### config.mk
export PLATFORM = sky130hd
export DESIGN_NAME = wav_header_stream_parser
export DESIGN_NICKNAME = d
export VERILOG_FILES = /design/src/wavp_pkg.sv /design/src/wavp_in_stage.sv /design/src/wavp_parse.sv /design/src/wavp_out_stage.sv /design/src/wav_header_stream_parser.sv
export VERILOG_INCLUDE_DIRS = /design/src /design/src/src
export SDC_FILE = /design/constraint.sdc
export NUM_CORES = 1
export LEC_CHECK = 0
export BUFFER_PORTS_ARGS = -buffer_cell sky130_fd_sc_hd__buf_2
export CELL_PAD_IN_SITES_DETAIL_PLACEMENT = 0
export CELL_PAD_IN_SITES_GLOBAL_PLACEMENT = 1
export CORE_MARGIN = 5
export CORE_UTILIZATION = 44
export DETAILED_ROUTE_END_ITERATION = 8
export PLACE_DENSITY_LB_ADDON = 0.1
export SYNTH_ARGS = -nofsm -noshare
export SYNTH_HDL_FRONTEND = slang
export SYNTH_HIERARCHICAL = 1
export SYNTH_SLANG_ARGS = --single-unit
### constraint.sdc
create_clock -name clk -period 8 [get_ports clk]
set_clock_uncertainty 0.05 [all_clocks]
set_input_delay 0.8 -clock clk [delete_from_list [all_inputs] [get_ports clk]]
set_output_delay 0.8 -clock clk [all_outputs]
set_load 0.01 [all_outputs]
### src/wav_header_stream_parser_macros.svh
// Assertion macros shared by the WAV header parser modules.
`ifndef WAV_HEADER_STREAM_PARSER_MACROS_SVH
`define WAV_HEADER_STREAM_PARSER_MACROS_SVH

`ifndef ASSERT_OFF

// Same-cycle implication, disabled in reset.
`define WAVP_ASSERT_IMPLY(label, clk, rst, ante, cons) \
  label: assert property (@(posedge clk) disable iff (rst) (ante) |-> (cons)) \
    else $error("wavp assertion failed");

// Next-cycle implication, disabled in reset.
`define WAVP_ASSERT_NEXT(label, clk, rst, ante, cons) \
  label: assert property (@(posedge clk) disable iff (rst) (ante) |=> (cons)) \
    else $error("wavp assertion failed");

`else

`define WAVP_ASSERT_IMPLY(label, clk, rst, ante, cons)
`define WAVP_ASSERT_NEXT(label, clk, rst, ante, cons)

`endif

`endif

### src/wavp_pkg.sv
package wavp_pkg;

  // One input transfer: a file byte and its end-of-file mark
  typedef struct packed {
    logic [7:0] in_byte;
    logic       end_of_file;
  } in_item_t;

  // One result transfer
  typedef struct packed {
    logic [1:0]  kind;
    logic [7:0]  pcm_byte;
    logic        data_done;
    logic [2:0]  status;
    logic [15:0] channel_count;
    logic [31:0] rate_hz;
    logic        sample_kind;
    logic [31:0] data_length;
  } out_item_t;

  // Parser phases
  typedef enum logic [3:0] {
    PH_HEAD    = 4'd0,
    PH_FMTID   = 4'd1,
    PH_FMTSIZE = 4'd2,
    PH_FMTBODY = 4'd3,
    PH_FMTSKIP = 4'd4,
    PH_CHID    = 4'd5,
    PH_CHSIZE  = 4'd6,
    PH_SKIP    = 4'd7,
    PH_DATA    = 4'd8,
    PH_FAIL    = 4'd9,
    PH_TAIL    = 4'd10
  } phase_t;

  // Result kinds
  localparam logic [1:0] KIND_PCM    = 2'd0;
  localparam logic [1:0] KIND_REPORT = 2'd1;
  localparam logic [1:0] KIND_FAIL   = 2'd2;

  // Status codes
  localparam logic [2:0] ST_OK          = 3'd0;
  localparam logic [2:0] ST_NOT_WAVE    = 3'd1;
  localparam logic [2:0] ST_NO_FMT      = 3'd2;
  localparam logic [2:0] ST_NO_DATA     = 3'd3;
  localparam logic [2:0] ST_UNSUPPORTED = 3'd4;

  // Tags, first file byte in the low byte
  localparam logic [31:0] TAG_RIFF = 32'h4646_4952;
  localparam logic [31:0] TAG_WAVE = 32'h4556_4157;
  localparam logic [31:0] TAG_FMT  = 32'h2074_6D66;
  localparam logic [31:0] TAG_DATA = 32'h6174_6164;

  // Captured format body length and header lengths, in bytes
  localparam logic [5:0]  HEAD_LEN      = 6'd12;
  localparam logic [5:0]  TAG_LEN       = 6'd4;
  localparam logic [5:0]  FMT_BODY_LEN  = 6'd16;
  localparam logic [31:0] FMT_BODY_LEN32 = 32'd16;

  // Format fields
  localparam logic [15:0] FMT_PCM  = 16'd1;
  localparam logic [15:0] BITS_8   = 16'd8;
  localparam logic [15:0] BITS_16  = 16'd16;

endpackage

### src/wavp_in_stage.sv
module wavp_in_stage (
  input  logic               clk,
  input  logic               rst,
  input  logic               byte_valid,
  output logic               byte_ready,
  input  wavp_pkg::in_item_t byte_item,
  input  logic               take,
  output logic               hold_valid,
  output wavp_pkg::in_item_t hold_item
);
  import wavp_pkg::*;

  // Open for a new transfer when empty or when the held byte moves on
  assign byte_ready = !hold_valid || take;

  // Hold valid flag
  always_ff @(posedge clk) begin
    if (rst) begin
      hold_valid <= 1'b0;
    end else if (byte_ready) begin
      hold_valid <= byte_valid;
    end
  end

  // Capture the byte
  always_ff @(posedge clk) begin
    if (byte_valid && byte_ready) begin
      hold_item <= byte_item;
    end
  end

endmodule

### src/wavp_parse.sv
`include "wav_header_stream_parser_macros.svh"

module wavp_parse (
  input  logic                clk,
  input  logic                rst,
  input  logic                fire,
  input  wavp_pkg::in_item_t  cur,
  output logic                has_result,
  output wavp_pkg::out_item_t result
);
  import wavp_pkg::*;

  phase_t      phase, phase_next;
  logic [5:0]  byte_index, byte_index_next;
  logic [31:0] remaining, remaining_next;
  logic [31:0] gather, gather_next;
  logic [15:0] format_code, format_code_next;
  logic [15:0] channels_seen, channels_seen_next;
  logic [31:0] rate_seen, rate_seen_next;
  logic [15:0] bits_seen, bits_seen_next;

  logic [5:0]  idx_inc;
  logic [31:0] byte_sh;
  logic [15:0] byte_sh16;
  logic [31:0] rem_new;
  logic [31:0] rem_dec;
  logic        fmt_ok;
  logic        report;
  logic        mismatch;

  assign idx_inc   = byte_index + 6'd1;
  assign byte_sh   = {24'd0, cur.in_byte} << {byte_index[1:0], 3'b000};
  assign byte_sh16 = {8'd0, cur.in_byte} << {byte_index[0], 3'b000};
  assign rem_new   = remaining | byte_sh;
  assign rem_dec   = remaining - 32'd1;
  assign fmt_ok    = (format_code == FMT_PCM) &&
                     ((bits_seen == BITS_8) || (bits_seen == BITS_16));

  // Compare the current byte against the RIFF/WAVE header
  always_comb begin
    mismatch = 1'b0;
    if (byte_index < 6'd4) begin
      mismatch = cur.in_byte != TAG_RIFF[{byte_index[1:0], 3'b000} +: 8];
    end else if (byte_index >= 6'd8) begin
      mismatch = cur.in_byte != TAG_WAVE[{byte_index[1:0], 3'b000} +: 8];
    end
  end

  // Next state and result for one byte
  always_comb begin
    phase_next         = phase;
    byte_index_next    = byte_index;
    remaining_next     = remaining;
    gather_next        = gather;
    format_code_next   = format_code;
    channels_seen_next = channels_seen;
    rate_seen_next     = rate_seen;
    bits_seen_next     = bits_seen;
    result             = '0;
    has_result         = 1'b0;
    report             = 1'b0;

    case (phase)
      PH_HEAD: begin
        if (mismatch) begin
          result.kind   = KIND_FAIL;
          result.status = ST_NOT_WAVE;
          has_result    = 1'b1;
          phase_next    = PH_FAIL;
        end else if (idx_inc >= HEAD_LEN) begin
          phase_next      = PH_FMTID;
          byte_index_next = '0;
        end else begin
          byte_index_next = idx_inc;
        end
      end
      PH_FMTID: begin
        if (cur.in_byte != TAG_FMT[{byte_index[1:0], 3'b000} +: 8]) begin
          result.kind   = KIND_FAIL;
          result.status = ST_NO_FMT;
          has_result    = 1'b1;
          phase_next    = PH_FAIL;
        end else if (idx_inc >= TAG_LEN) begin
          phase_next      = PH_FMTSIZE;
          byte_index_next = '0;
          remaining_next  = '0;
        end else begin
          byte_index_next = idx_inc;
        end
      end
      PH_FMTSIZE: begin
        remaining_next = rem_new;
        if (idx_inc >= TAG_LEN) begin
          phase_next      = PH_FMTBODY;
          byte_index_next = '0;
        end else begin
          byte_index_next = idx_inc;
        end
      end
      PH_FMTBODY: begin
        // Capture code, channels, rate and bits; skip the rest of the body
        if (byte_index < 6'd2) begin
          format_code_next = format_code | byte_sh16;
        end else if (byte_index < 6'd4) begin
          channels_seen_next = channels_seen | byte_sh16;
        end else if (byte_index < 6'd8) begin
          rate_seen_next = rate_seen | byte_sh;
        end else if (byte_index >= 6'd14) begin
          bits_seen_next = bits_seen | byte_sh16;
        end
        if (idx_inc >= FMT_BODY_LEN) begin
          byte_index_next = '0;
          gather_next     = '0;
          if (remaining > FMT_BODY_LEN32) begin
            remaining_next = remaining - FMT_BODY_LEN32;
            phase_next     = PH_FMTSKIP;
          end else begin
            phase_next = PH_CHID;
          end
        end else begin
          byte_index_next = idx_inc;
        end
      end
      PH_FMTSKIP, PH_SKIP: begin
        remaining_next = rem_dec;
        if (rem_dec == 32'd0) begin
          phase_next      = PH_CHID;
          gather_next     = '0;
          byte_index_next = '0;
        end
      end
      PH_CHID: begin
        gather_next = gather | byte_sh;
        if (idx_inc >= TAG_LEN) begin
          phase_next      = PH_CHSIZE;
          byte_index_next = '0;
          remaining_next  = '0;
        end else begin
          byte_index_next = idx_inc;
        end
      end
      PH_CHSIZE: begin
        remaining_next = rem_new;
        if (idx_inc >= TAG_LEN) begin
          byte_index_next = '0;
          if (gather == TAG_DATA) begin
            report               = 1'b1;
            has_result           = 1'b1;
            result.kind          = KIND_REPORT;
            result.status        = fmt_ok ? ST_OK : ST_UNSUPPORTED;
            result.channel_count = channels_seen;
            result.rate_hz       = rate_seen;
            result.sample_kind   = fmt_ok && (bits_seen == BITS_16);
            result.data_length   = rem_new;
            if (!fmt_ok) begin
              phase_next = PH_FAIL;
            end else if (rem_new == 32'd0) begin
              phase_next = PH_TAIL;
            end else begin
              phase_next = PH_DATA;
            end
          end else if (rem_new == 32'd0) begin
            phase_next  = PH_CHID;
            gather_next = '0;
          end else begin
            phase_next = PH_SKIP;
          end
        end else begin
          byte_index_next = idx_inc;
        end
      end
      PH_DATA: begin
        has_result      = 1'b1;
        result.kind     = KIND_PCM;
        result.pcm_byte = cur.in_byte;
        remaining_next  = rem_dec;
        if (rem_dec == 32'd0) begin
          result.data_done = 1'b1;
          phase_next       = PH_TAIL;
        end else if (cur.end_of_file) begin
          result.data_done = 1'b1;
          result.status    = ST_NO_DATA;
        end
      end
      PH_FAIL, PH_TAIL: begin
      end
      default: begin
        phase_next = PH_FAIL;
      end
    endcase

    // End of file: flag truncation, then return to the start
    if (cur.end_of_file) begin
      if (report && (phase_next == PH_DATA)) begin
        result.status = ST_NO_DATA;
      end else if (!has_result && (phase != PH_DATA) && (phase != PH_FAIL) &&
                   (phase != PH_TAIL)) begin
        has_result    = 1'b1;
        result.kind   = KIND_FAIL;
        result.status = ST_NO_DATA;
      end
      phase_next         = PH_HEAD;
      byte_index_next    = '0;
      remaining_next     = '0;
      gather_next        = '0;
      format_code_next   = '0;
      channels_seen_next = '0;
      rate_seen_next     = '0;
      bits_seen_next     = '0;
    end
  end

  // Advance parser state on each consumed byte
  always_ff @(posedge clk) begin
    if (rst) begin
      phase         <= PH_HEAD;
      byte_index    <= '0;
      remaining     <= '0;
      gather        <= '0;
      format_code   <= '0;
      channels_seen <= '0;
      rate_seen     <= '0;
      bits_seen     <= '0;
    end else if (fire) begin
      phase         <= phase_next;
      byte_index    <= byte_index_next;
      remaining     <= remaining_next;
      gather        <= gather_next;
      format_code   <= format_code_next;
      channels_seen <= channels_seen_next;
      rate_seen     <= rate_seen_next;
      bits_seen     <= bits_seen_next;
    end
  end

  `WAVP_ASSERT_NEXT(a_eof_restart, clk, rst, fire && cur.end_of_file, (phase == PH_HEAD) && (byte_index == 6'd0) && (remaining == 32'd0))
  `WAVP_ASSERT_IMPLY(a_index_bound, clk, rst, 1'b1, byte_index <= FMT_BODY_LEN)
  `WAVP_ASSERT_IMPLY(a_data_nonzero, clk, rst, phase == PH_DATA, remaining != 32'd0)

endmodule

### src/wavp_out_stage.sv
`include "wav_header_stream_parser_macros.svh"

module wavp_out_stage (
  input  logic                clk,
  input  logic                rst,
  input  logic                load,
  input  wavp_pkg::out_item_t load_item,
  output logic                free,
  output logic                rpt_valid,
  input  logic                rpt_ready,
  output wavp_pkg::out_item_t rpt_item
);
  import wavp_pkg::*;

  // Slot can take a new result when empty or being drained
  assign free = !rpt_valid || rpt_ready;

  // Result valid flag
  always_ff @(posedge clk) begin
    if (rst) begin
      rpt_valid <= 1'b0;
    end else if (load) begin
      rpt_valid <= 1'b1;
    end else if (rpt_ready) begin
      rpt_valid <= 1'b0;
    end
  end

  // Result payload
  always_ff @(posedge clk) begin
    if (load) begin
      rpt_item <= load_item;
    end
  end

  `WAVP_ASSERT_IMPLY(a_no_overwrite, clk, rst, load, !rpt_valid || rpt_ready)
  `WAVP_ASSERT_NEXT(a_hold_valid, clk, rst, rpt_valid && !rpt_ready, rpt_valid)
  `WAVP_ASSERT_NEXT(a_hold_item, clk, rst, rpt_valid && !rpt_ready, $stable(rpt_item))

endmodule

### src/wav_header_stream_parser.sv
// Channel  Direction  Handshake                Payload
// byte     in         byte_valid / byte_ready  byte_item  (in_item_t)
// rpt      out        rpt_valid / rpt_ready    rpt_item   (out_item_t)
//
// One byte per cycle while the result register can accept: a byte is held in the
// input register, then the parser logic updates its state and loads the result
// register in one step.
// rst is synchronous; the parser restarts at the RIFF tag after reset and
// after every end-of-file byte.
// A result waiting in the output register holds the byte in the input register,
// even one that makes no result, and the input closes while that register is full.
module wav_header_stream_parser (
  input  logic                clk,
  input  logic                rst,
  input  logic                byte_valid,
  output logic                byte_ready,
  input  wavp_pkg::in_item_t  byte_item,
  output logic                rpt_valid,
  input  logic                rpt_ready,
  output wavp_pkg::out_item_t rpt_item
);
  import wavp_pkg::*;

  logic      hold_valid;
  in_item_t  hold_item;
  logic      take;
  logic      free;
  logic      has_result;
  out_item_t result;

  // Consume the held byte when the result slot can accept
  assign take = hold_valid && free;

  wavp_in_stage u_in (
    .clk        (clk),
    .rst        (rst),
    .byte_valid (byte_valid),
    .byte_ready (byte_ready),
    .byte_item  (byte_item),
    .take       (take),
    .hold_valid (hold_valid),
    .hold_item  (hold_item)
  );

  wavp_parse u_parse (
    .clk        (clk),
    .rst        (rst),
    .fire       (take),
    .cur        (hold_item),
    .has_result (has_result),
    .result     (result)
  );

  wavp_out_stage u_out (
    .clk       (clk),
    .rst       (rst),
    .load      (take && has_result),
    .load_item (result),
    .free      (free),
    .rpt_valid (rpt_valid),
    .rpt_ready (rpt_ready),
    .rpt_item  (rpt_item)
  );

endmodule
== Yosys cells after proc, flatten, opt, wreduce, memory -nomap -nowiden ==
Cells that the tools add are included.

* Flip-flop bits (word level): 260
* Input bits: 13
* Output and inout bits: 97
* Logic and storage cells: 204

* Add/sub/neg operators: 3
* Magnitude comparators: 9
* Equal/unequal tests: 32
* Shift-type cells: 5
* Multiplexer cells: 89
* Bitwise logic cells: 6
* Reductions and logical operators: 40

{| class="wikitable"
|+ Operators with widths
! operator !! number
|-
| $mux W32 || 16
|-
| $mux W16 || 13
|-
| $mux W84 || 2
|-
| $pmux W32 S5 || 1
|-
| $pmux W32 S4 || 1
|-
| $or A32 B32 Y32 || 3
|-
| $shiftx A32 B6 Y8 const A || 3
|-
| $logic_not A32 Y1 || 2
|-
| $mux W4 || 14
|-
| $or A16 B16 Y16 || 3
|-
| $mux W6 || 7
|-
| $pmux W4 S9 || 1
|-
| $eq A32 B31 Y1 const B || 1
|-
| $gt A32 B5 Y1 const B || 1
|-
| $shl A8 B5 Y32 || 1
|-
| $sub A32 B1 Y32 const B || 1
|-
| $sub A32 B5 Y32 const B || 1
|-
| $pmux W6 S5 || 1
|-
| $ne A8 B8 Y1 || 3
|-
| $ge A6 B4 Y1 const B || 3
|-
| $mux W2 || 9
|-
| $eq A16 B1 Y1 const B || 1
|-
| $eq A16 B4 Y1 const B || 1
|-
| $eq A16 B5 Y1 const B || 1
|-
| other kinds (34) || 94
|}

== Logic depth before layout (Yosys ltp) ==
Gate-level depths: netlist (run 1).

* Word-level depth: 15
* Gate-level depth with buffers: 14
* Gate-level depth less buffers: 12

== Hierarchy ==
The synthesis (run 1) kept the hierarchy.

{| class="wikitable"
|+ By module, submodules not included
! module !! times used !! cells an instance !! area an instance (um^2) !! sequential area each (um^2)
|-
| wavp_parse || 1 || 1321 || 9759.4 || 3083.0
|-
| wavp_out_stage || 1 || 99 || 2899.0 || 2872.8
|-
| wavp_in_stage || 1 || 14 || 325.3 || 290.3
|-
| wav_header_stream_parser || 1 || 2 || 12.5 || 0.0
|}

== Worst setup path before layout (run 1) ==
OpenSTA, ideal clock, no wires.

* Kind: reg-to-reg
* Start: register u_parse.byte_index[0]
* End: register, netlist name u_out/rpt_item[0]
* Setup time: 0.466 ns
* Data arrival time: 4.350 ns
* Path slack: 3.134 ns
* Stages on the path, launching flop included: 13
* Path buffers: 2
* Clock period less this slack: 4.866 ns
* Path through: dfxtp_1 -> clkbuf_1 -> inv_1 -> ha_1 -> xor2_1 -> nor2_1 -> a311oi_1 -> o21ai_1 -> and2_1 -> clkbuf_1 -> nand2_1 -> or3b_1 -> and3_1

* Word-level cells in the longest chain between the ends: 14
* Elaborated cells between the ends (all ways): 45
* Classes of those cells: 1 x add/sub; 5 x order compare; 4 x eq/ne; 4 x shift; 23 x mux; 1 x bitwise; 7 x reduce/logical

{| class="wikitable"
|+ Ends and longest elaborated chain
! element !! line !! source
|-
| start, declared || wavp_parse.sv:14 || <nowiki>logic [5:0] byte_index, byte_index_next;</nowiki>
|-
| start signal, assigned || wavp_parse.sv:226 || <nowiki>byte_index <= byte_index_next;</nowiki>
|-
| parallel branches: the longest is 12 deep, another holds $add A6 B1 Y6 || - ||
|-
| $mux W1 (*) || wavp_parse.sv:193 || <nowiki>if (cur.end_of_file) begin</nowiki>
|-
| named net has_result || wav_header_stream_parser.sv:28 || <nowiki>logic has_result;</nowiki>
|-
| $logic_and A1 B1 Y1 (*) || wav_header_stream_parser.sv:57 || <nowiki>.load (take && has_result),</nowiki>
|}

Mark *: on every way through the listed nets, which the timed path passes.
A chain may end at the register's enable or synchronous reset.

== Final worst setup path (run 1) ==
* Start: register u_parse.gather[3]
* End: register, netlist name u_out/rpt_item[73]

* Word-level cells in the longest chain between the ends: 12
* Elaborated cells between the ends (all ways): 18
* Classes of those cells: 2 x eq/ne; 10 x mux; 6 x reduce/logical

{| class="wikitable"
|+ Ends and longest elaborated chain
! element !! line !! source
|-
| start, declared || wavp_parse.sv:16 || <nowiki>logic [31:0] gather, gather_next;</nowiki>
|-
| start signal, assigned || wavp_parse.sv:228 || <nowiki>gather <= gather_next;</nowiki>
|-
| $eq A32 B31 Y1 (*) || wavp_parse.sv:146 || <nowiki>if (gather == TAG_DATA) begin</nowiki>
|-
| $mux W1 || wavp_parse.sv:146 ||
|-
| $mux W1 || wavp_parse.sv:144 || <nowiki>if (idx_inc >= TAG_LEN) begin</nowiki>
|-
| $pmux W1 S4 || wavp_parse.sv:63 || <nowiki>case (phase)</nowiki>
|-
| $logic_not A1 Y1 || wavp_parse.sv:196 || <nowiki>end else if (!has_result && (phase != PH_DATA) && (phase != PH_FAIL) &&</nowiki>
|-
| $logic_and A1 B1 Y1 (3 in series) || wavp_parse.sv:196 ||
|-
| $mux W1 || wavp_parse.sv:196 ||
|-
| $mux W1 || wavp_parse.sv:194 || <nowiki>if (report && (phase_next == PH_DATA)) begin</nowiki>
|-
| $mux W1 (*) || wavp_parse.sv:193 ||
|-
| named net has_result || wav_header_stream_parser.sv:28 ||
|-
| $logic_and A1 B1 Y1 (*) || wav_header_stream_parser.sv:57 ||
|}

Mark *: on every way through the listed nets, which the timed path passes. The rest lies on a longest branch.

==> run_results.csv, run 1 <==
group,metric,value,unit
layout,multi_input_area,6136,µm²
synthesis,synth_edf_count,104,
sta,hold_viol_final,0,
critical_path,endpoint_kind,"register",
sta,fmax,210.6,MHz
floorplan,coreArea,29400,µm²
sta,rsz0062_at_grt,"no",
sta,slew_headroom,23.38,%
grt,grt_max_degree,86,
clock_network,cts_resized,0,
min_path,hp-class,"in2reg",
clock_network,hold_buffers,0,
sta,worst_slew_pin_slew,1.147,ns
critical_path,critPathMaxFanout,64,
power,vdd_drop_max,0.1546,mV
grt,grt_pass1_vias,10759,
critical_path,path_class,"reg2reg",
place,portBuffers,109,
layout,areaGrowthSynthToFinish,12.60,%
synthesis,synth_seq_cells,260,
clock_network,clock-sinks,260,
place,dpl.hpwl,26590,µm
floorplan,die_x,181.9,µm
outcome,status,"finished with violations",
min_path,min_to,"u_in/hold_item[3]$_DFFE_PP_",
layout,fin_area,14630,µm²
flow_run,drv_cap,0,
clock_network,cts_tree,"done",
layout,drive_gt1_share,16.84,%
sta,post-route-min-period,4.748,ns
route,via_count,11391,
grt,grtUsageTotal,24.56,%
synthesis,syn-num-nets,1457,
critical_path,arrival,4.90,ns
critical_path,startpoint_type,"register",
critical_path,required,8.15,ns
route,avgRoutedWirePerCell,22.56,µm
synthesis,syn_area_per_cell,9.050,µm²
synthesis,seq_area_frac_synth,48.06,%
route,remaining_drc_errors,0,
place,place.gp.congestion,0.8937,
power,powerDensity,210.9,nW/µm²
sta,fin_setup_tns,0,ns
floorplan,rows,63,
critical_path,reg2regPathDepth,11,
critical_path,r2r_slack,3.25,ns
sta,slew_violations,0,
synthesis,synth_warnings,6,
sta,setup_viol,0,
synthesis,ys_types,88,
route,via_per_inst,6.078,
clock_network,htreeDepth,1,
clock_network,cts_buffers,27,
min_path,hold_path_depth,1,
sta,fin_ws,3.252,ns
floorplan,die_area,33070,µm²
grt,grt_pass1_wl,64770,µm
clock_network,cts_root_buf,"clkbuf_16",
synthesis,async_reset_ff_share,0,%
synthesis,syn_area,13000,µm²
layout,layout_common_cells,"216 x nor2_1, 156 x dfxtp_1, 128 x a21oi_1",
layout,regArea,6246,µm²
min_path,min-delay-start,"byte_item[3]",
layout,fill_cells,2811,
route,routed_wl,42290,µm
place,pre_cts_slack,3.263,ns
floorplan,start_util,44.20,%
place,placed_cell_area,13740,µm²
clock_network,clock_latency,0.56,ns
sta,finalCritPeriodShare,59.35,%
synthesis,synth_flop_cell,"dfxtp_1",
clock_network,cts_setup_buffers,0,
synthesis,synthCells,1436,
grt,grt_remaining_overflow,0,
clock_network,clockBufferDepth,3,
outcome,violations,"antenna rules",
route,antenna_left,1,
route,drtIter0Drc,1086,
critical_path,reg2reg_to,"u_out/rpt_item[73]$_DFFE_PP_",
power,p_leak,5.458,nW
route,firstDrtPassIters,5,
grt,antenna_found_initial,1,
layout,final_nets,1479,
critical_path,rr_startpoint,"u_parse/gather[3]$_SDFFE_PP0P_",
floorplan,die_h,181.9,µm
layout,layout_commonest_cell,"nor2_1",
clock_network,path_clk_slew,0.06,ns
floorplan,ios,110,
## logic make-up (layout without fill, tap and decap cells)
logic type                 count (synthesis)  count (layout)  synth area share [%]
buffers and inverters                    170             213                 5.362
adders and majority gates                  8               8                0.7702
AOI/OAI and AO/OA                        385             385                 20.65
muxes                                      6               6                0.4718
other                                      0               5                     0
and+or+nand+nor                          584             584                 23.13
xor gates and xnor gates                  23              23                 1.550
DFF                                      260             260                 48.06
## cells in the mapped netlist, drive strengths merged (16+ instances only)
cell type / number / area (µm²)
nor2: 220 / 828.3
dfxtp: 156 / 3123
a21oi: 131 / 663.1
clkbuf: 130 / 488.0
edfxtp: 104 / 3123
nand2: 72 / 270.3
a31oi: 70 / 437.9
and3: 60 / 375.4
o21ai: 54 / 270.3
nor3: 40 / 200.2
nor4: 35 / 246.5
nand3: 30 / 150.1
a41oi: 29 / 449.2
inv: 22 / 82.58
and2: 18 / 115.1
buf: 18 / 126.4
nand4: 16 / 106.4
or3: 16 / 100.1
or4: 16 / 127.6
## final cells by class
class / count / area share (%)
Multi-Input combinational cell: 1006 / 41.93
Clock inverter: 18 / 1.291
Sequential cell: 260 / 42.68
Tap cell: 390 / 3.334
Inverter: 22 / 0.5643
Antenna cell: 5 / 0.08550
Clock buffer: 32 / 4.745
Timing Repair Buffer: 141 / 5.369
## report_power, final
group / leakage [nW] / total (mW) / switching, mW / internal (mW)
Combinational: 2.74 / 0.371 / 0.258 / 0.113
Sequential: 2.29 / 1.45 / 0.0233 / 1.43
Clock: 0.429 / 1.26 / 0.541 / 0.723
Total: 5.46 / 3.09 / 0.822 / 2.26
## per-layer routing
layer  GRT usage (%)  share of wire [%]
met1           35.22                 46
met2           37.49                 43
met3           3.966                7.4
met4           9.126                4.0
met5               0                  0
## critical path, cell delays in order, from the launching register on
cell and delay [ns]:
dfxtp_1 0.32, nor4b_1 0.37, nand4_1 0.17, nor4_1 0.80, nor2b_2 0.29, buf_4 0.37
nand2_1 0.09, buf_4 0.28, nand2_1 0.16, or3b_1 0.12, and3_4 0.71, buf_4 0.52
## flip-flops by register name, indices dropped and copies added (netlist names)
| register | count |
|---|---|
| u_out/rpt_item | 95 |
| u_parse/gather | 32 |
| u_parse/rate_seen | 32 |
| u_parse/remaining | 32 |
| u_parse/bits_seen | 16 |
| u_parse/channels_seen | 16 |
| u_parse/format_code | 16 |
| u_in/hold_item | 9 |
| u_parse/byte_index | 6 |
| u_parse/phase | 4 |
| u_in/hold_valid | 1 |
| u_out/rpt_valid | 1 |
## stage by stage
step,power [mW],instances,utilization (%),hold WS (ns)
2_1_floorplan,1.720,1436,-,0.3778
3_3_place_gp,1.848,1819,46.72,0.3888
3_5_place_dp,1.849,1819,46.72,0.3956
4_1_cts,3.116,1869,49.72,0.3437
5_1_grt,3.210,1869,49.73,0.3448
6_report,3.087,1874,49.77,0.3710
## how the worst max path moves through the flow
| stage | slack (ns) | start | to | cells past startpoint |
|---|---|---|---|---|
| after CTS | 3.26 | u_parse/gather[3]$_SDFFE_PP0P_ | u_out/rpt_item[4]$_DFFE_PP_ | 11 |
| after detailed placement | 3.26 | u_parse/gather[3]$_SDFFE_PP0P_ | u_out/rpt_item[4]$_DFFE_PP_ | 11 |
| after global routing | 2.94 | u_parse/gather[29]$_SDFFE_PP0P_ | u_out/rpt_item[1]$_DFFE_PP_ | 11 |
| after global placement | 3.36 | u_parse/gather[3]$_SDFFE_PP0P_ | u_out/rpt_item[1]$_DFFE_PP_ | 11 |
| after floorplan | 3.13 | u_parse/byte_index[0]$_SDFFE_PP0P_ | u_out/rpt_item[0]$_DFFE_PP_ | 12 |
| final | 3.25 | u_parse/gather[3]$_SDFFE_PP0P_ | u_out/rpt_item[73]$_DFFE_PP_ | 11 |
No activity file was read; power rests on OpenSTA's default activity.
==> run 2: changes to the inputs <==
- CORE_UTILIZATION: 44 -> 42
- clock period: 8 -> 3.85 ns (I/O delays scaled with it)
==> run_results.csv, run 2 (synthesized netlist as in run 1, its figures left out) <==
group,metric,value,unit
floorplan,die_area,34560,µm²
flow_run,drv_cap,0,
grt,grtUsageTotal,25.14,%
power,p_clk_share,39.9,%
power,power_frac_comb,12.8,%
grt,antenna_found_initial,1,
floorplan,start_util,42.49,%
layout,layout_commonest_cell,"nor2_1",
floorplan,ios,110,
clock_network,cts_tree,"done",
sta,fmax,276.8,MHz
clock_network,cts_root_buf,"clkbuf_16",
place,dpl.hpwl,29530,µm
sta,finalCritPeriodShare,93.82,%
sta,setup_viol,0,
clock_network,cts_setup_buffers,0,
critical_path,r2r_slack,0.24,ns
outcome,status,"finished, final reports clean",
sta,rsz0062_at_grt,"no",
place,pre_cts_slack,0.2623,ns
power,switching_share,27.11,%
sta,slew_violations,0,
critical_path,required,4.08,ns
layout,layout_common_cells,"216 x nor2_1, 156 x dfxtp_1, 129 x a21oi_1",
critical_path,rr_startpoint,"u_parse/remaining[13]$_SDFFE_PP0P_",
power,powerDensity,420.4,nW/µm²
critical_path,startpoint_type,"register",
clock_network,clockBufferDepth,3,
clock_network,htreeDepth,1,
layout,regMostFlops,"u_out/rpt_item",
place,portBuffers,109,
sta,worst_slew_pin_slew,0.8937,ns
layout,diodes,0,
sta,fin_setup_tns,0,ns
grt,grt_pass1_wl,67760,µm
sta,fin_ws,0.2378,ns
power,vdd_drop_max,0.3200,mV
layout,final_nets,1548,
grt,grt_remaining_overflow,0,
critical_path,path_class,"reg2reg",
power,p_int,4.657,mW
layout,areaGrowthSynthToFinish,16.93,%
floorplan,die_h,185.9,µm
critical_path,reg2regPathDepth,8,
place,place.gp.congestion,0.9575,
route,avgRoutedWirePerCell,22.86,µm
layout,finish.utilization,49.68,%
min_path,hp-class,"in2reg",
layout,largest_reg_flops,95,
power,p_leak,5.815,nW
clock_network,clock_latency,0.57,ns
sta,post-route-min-period,3.612,ns
sta,hold_viol_final,0,
route,routed_wl,44490,µm
grt,grt_pass1_vias,11037,
route,remaining_drc_errors,0,
critical_path,endpoint_kind,"register",
grt,grt_max_degree,81,
clock_network,cts_buffers,29,
route,firstDrtPassIters,6,
critical_path,crit_path_end,"u_out/rpt_item[81]$_DFFE_PP_",
power,seq_power_share,47.4,%
critical_path,arrival,3.84,ns
route,drtIter0Drc,1119,
route,via_count,11667,
layout,drive_gt1_share,19.81,%
floorplan,rows,64,
critical_path,reg2reg_to,"u_out/rpt_item[81]$_DFFE_PP_",
floorplan,coreArea,30590,µm²
route,via_per_inst,5.995,
clock_network,clock-sinks,260,
sta,slew_headroom,40.36,%
power,switchingPower,1.732,mW
clock_network,path_clk_slew,0.06,ns
route,antenna_left,0,
critical_path,critPathMaxFanout,20,
critical_path,cp-startpoint,"u_parse/remaining[13]$_SDFFE_PP0P_",
floorplan,die_x,185.9,µm
-- run 2: layer usage --
layer	up-vias	track usage [%]	share of wire, %
met5	-	0	0.029
met1	5704	36.34	45
li1	5477	-	-
met4	2	5.596	2.3
met3	77	2.931	6.0
met2	407	40.70	46
-- run 2: layout make-up --
type,instances,area (µm²)
inverter,22,82.58
clock buffer,39,773.2
fill,2968,15390
tap,396,495.5
sequential,260,6246
clock inverter,15,95.09
multi-input combinational,1006,6118
timing repair buffer,208,1386
-- run 2: power by group through the flow --
stage	logic (mW)	clock network (mW)	registers, mW
after floorplan	0.472	0	3.10
after global placement	0.799	0	3.08
after detailed placement	0.800	0	3.09
after CTS	0.810	2.61	3.03
after global routing	0.877	2.74	3.03
final	0.815	2.55	3.03
-- run 2: worst min path at each step --
| stage | startpoint | end | slack (ns) | cells past startpoint |
|---|---|---|---|---|
| detailed placement | u_parse/channels_seen[13]$_SDFFE_PP0P_ | u_parse/channels_seen[13]$_SDFFE_PP0P_ | 0.40 | 2 |
| global route | byte_valid | u_in/hold_valid$_SDFFE_PP0P_ | 0.03 | 3 |
| CTS | byte_valid | u_in/hold_valid$_SDFFE_PP0P_ | 0.01 | 3 |
| finish | byte_valid | u_in/hold_valid$_SDFFE_PP0P_ | 0.04 | 3 |
| floorplan | u_parse/gather[23]$_SDFFE_PP0P_ | u_parse/gather[23]$_SDFFE_PP0P_ | 0.38 | 2 |
| global placement | u_parse/rate_seen[24]$_SDFFE_PP0P_ | u_parse/rate_seen[24]$_SDFFE_PP0P_ | 0.39 | 2 |
-- run 2: metrics by stage --
step	hold WS [ns]	instances	power (mW)	cell area (µm²)
floorplan	0.3778	1436	3.567	13000
global route	0.03009	1946	6.655	15200
CTS	0.01322	1946	6.444	15200
global placement	0.3878	1883	3.883	14240
finish	0.03855	1946	6.389	15200
detailed placement	0.3953	1883	3.886	14240
-- run 2: critical path, cell delays in order (launching register included) --
cell and delay [ns]:
dfxtp_1 0.42, or4_1 0.62, or4_4 0.69, xor2_1 0.27, a21boi_0 0.26, nand4b_1 0.14
nor4_2 0.58, a211o_1 0.23, nand3_1 0.08
-- run 2: repair_timing --
action                                 4_1_cts  5_1_grt
setup endpoints to repair                    0        3
endpoints found under the hold margin        9        0
hold buffers                                 9        0
gates resized for setup                      0        0
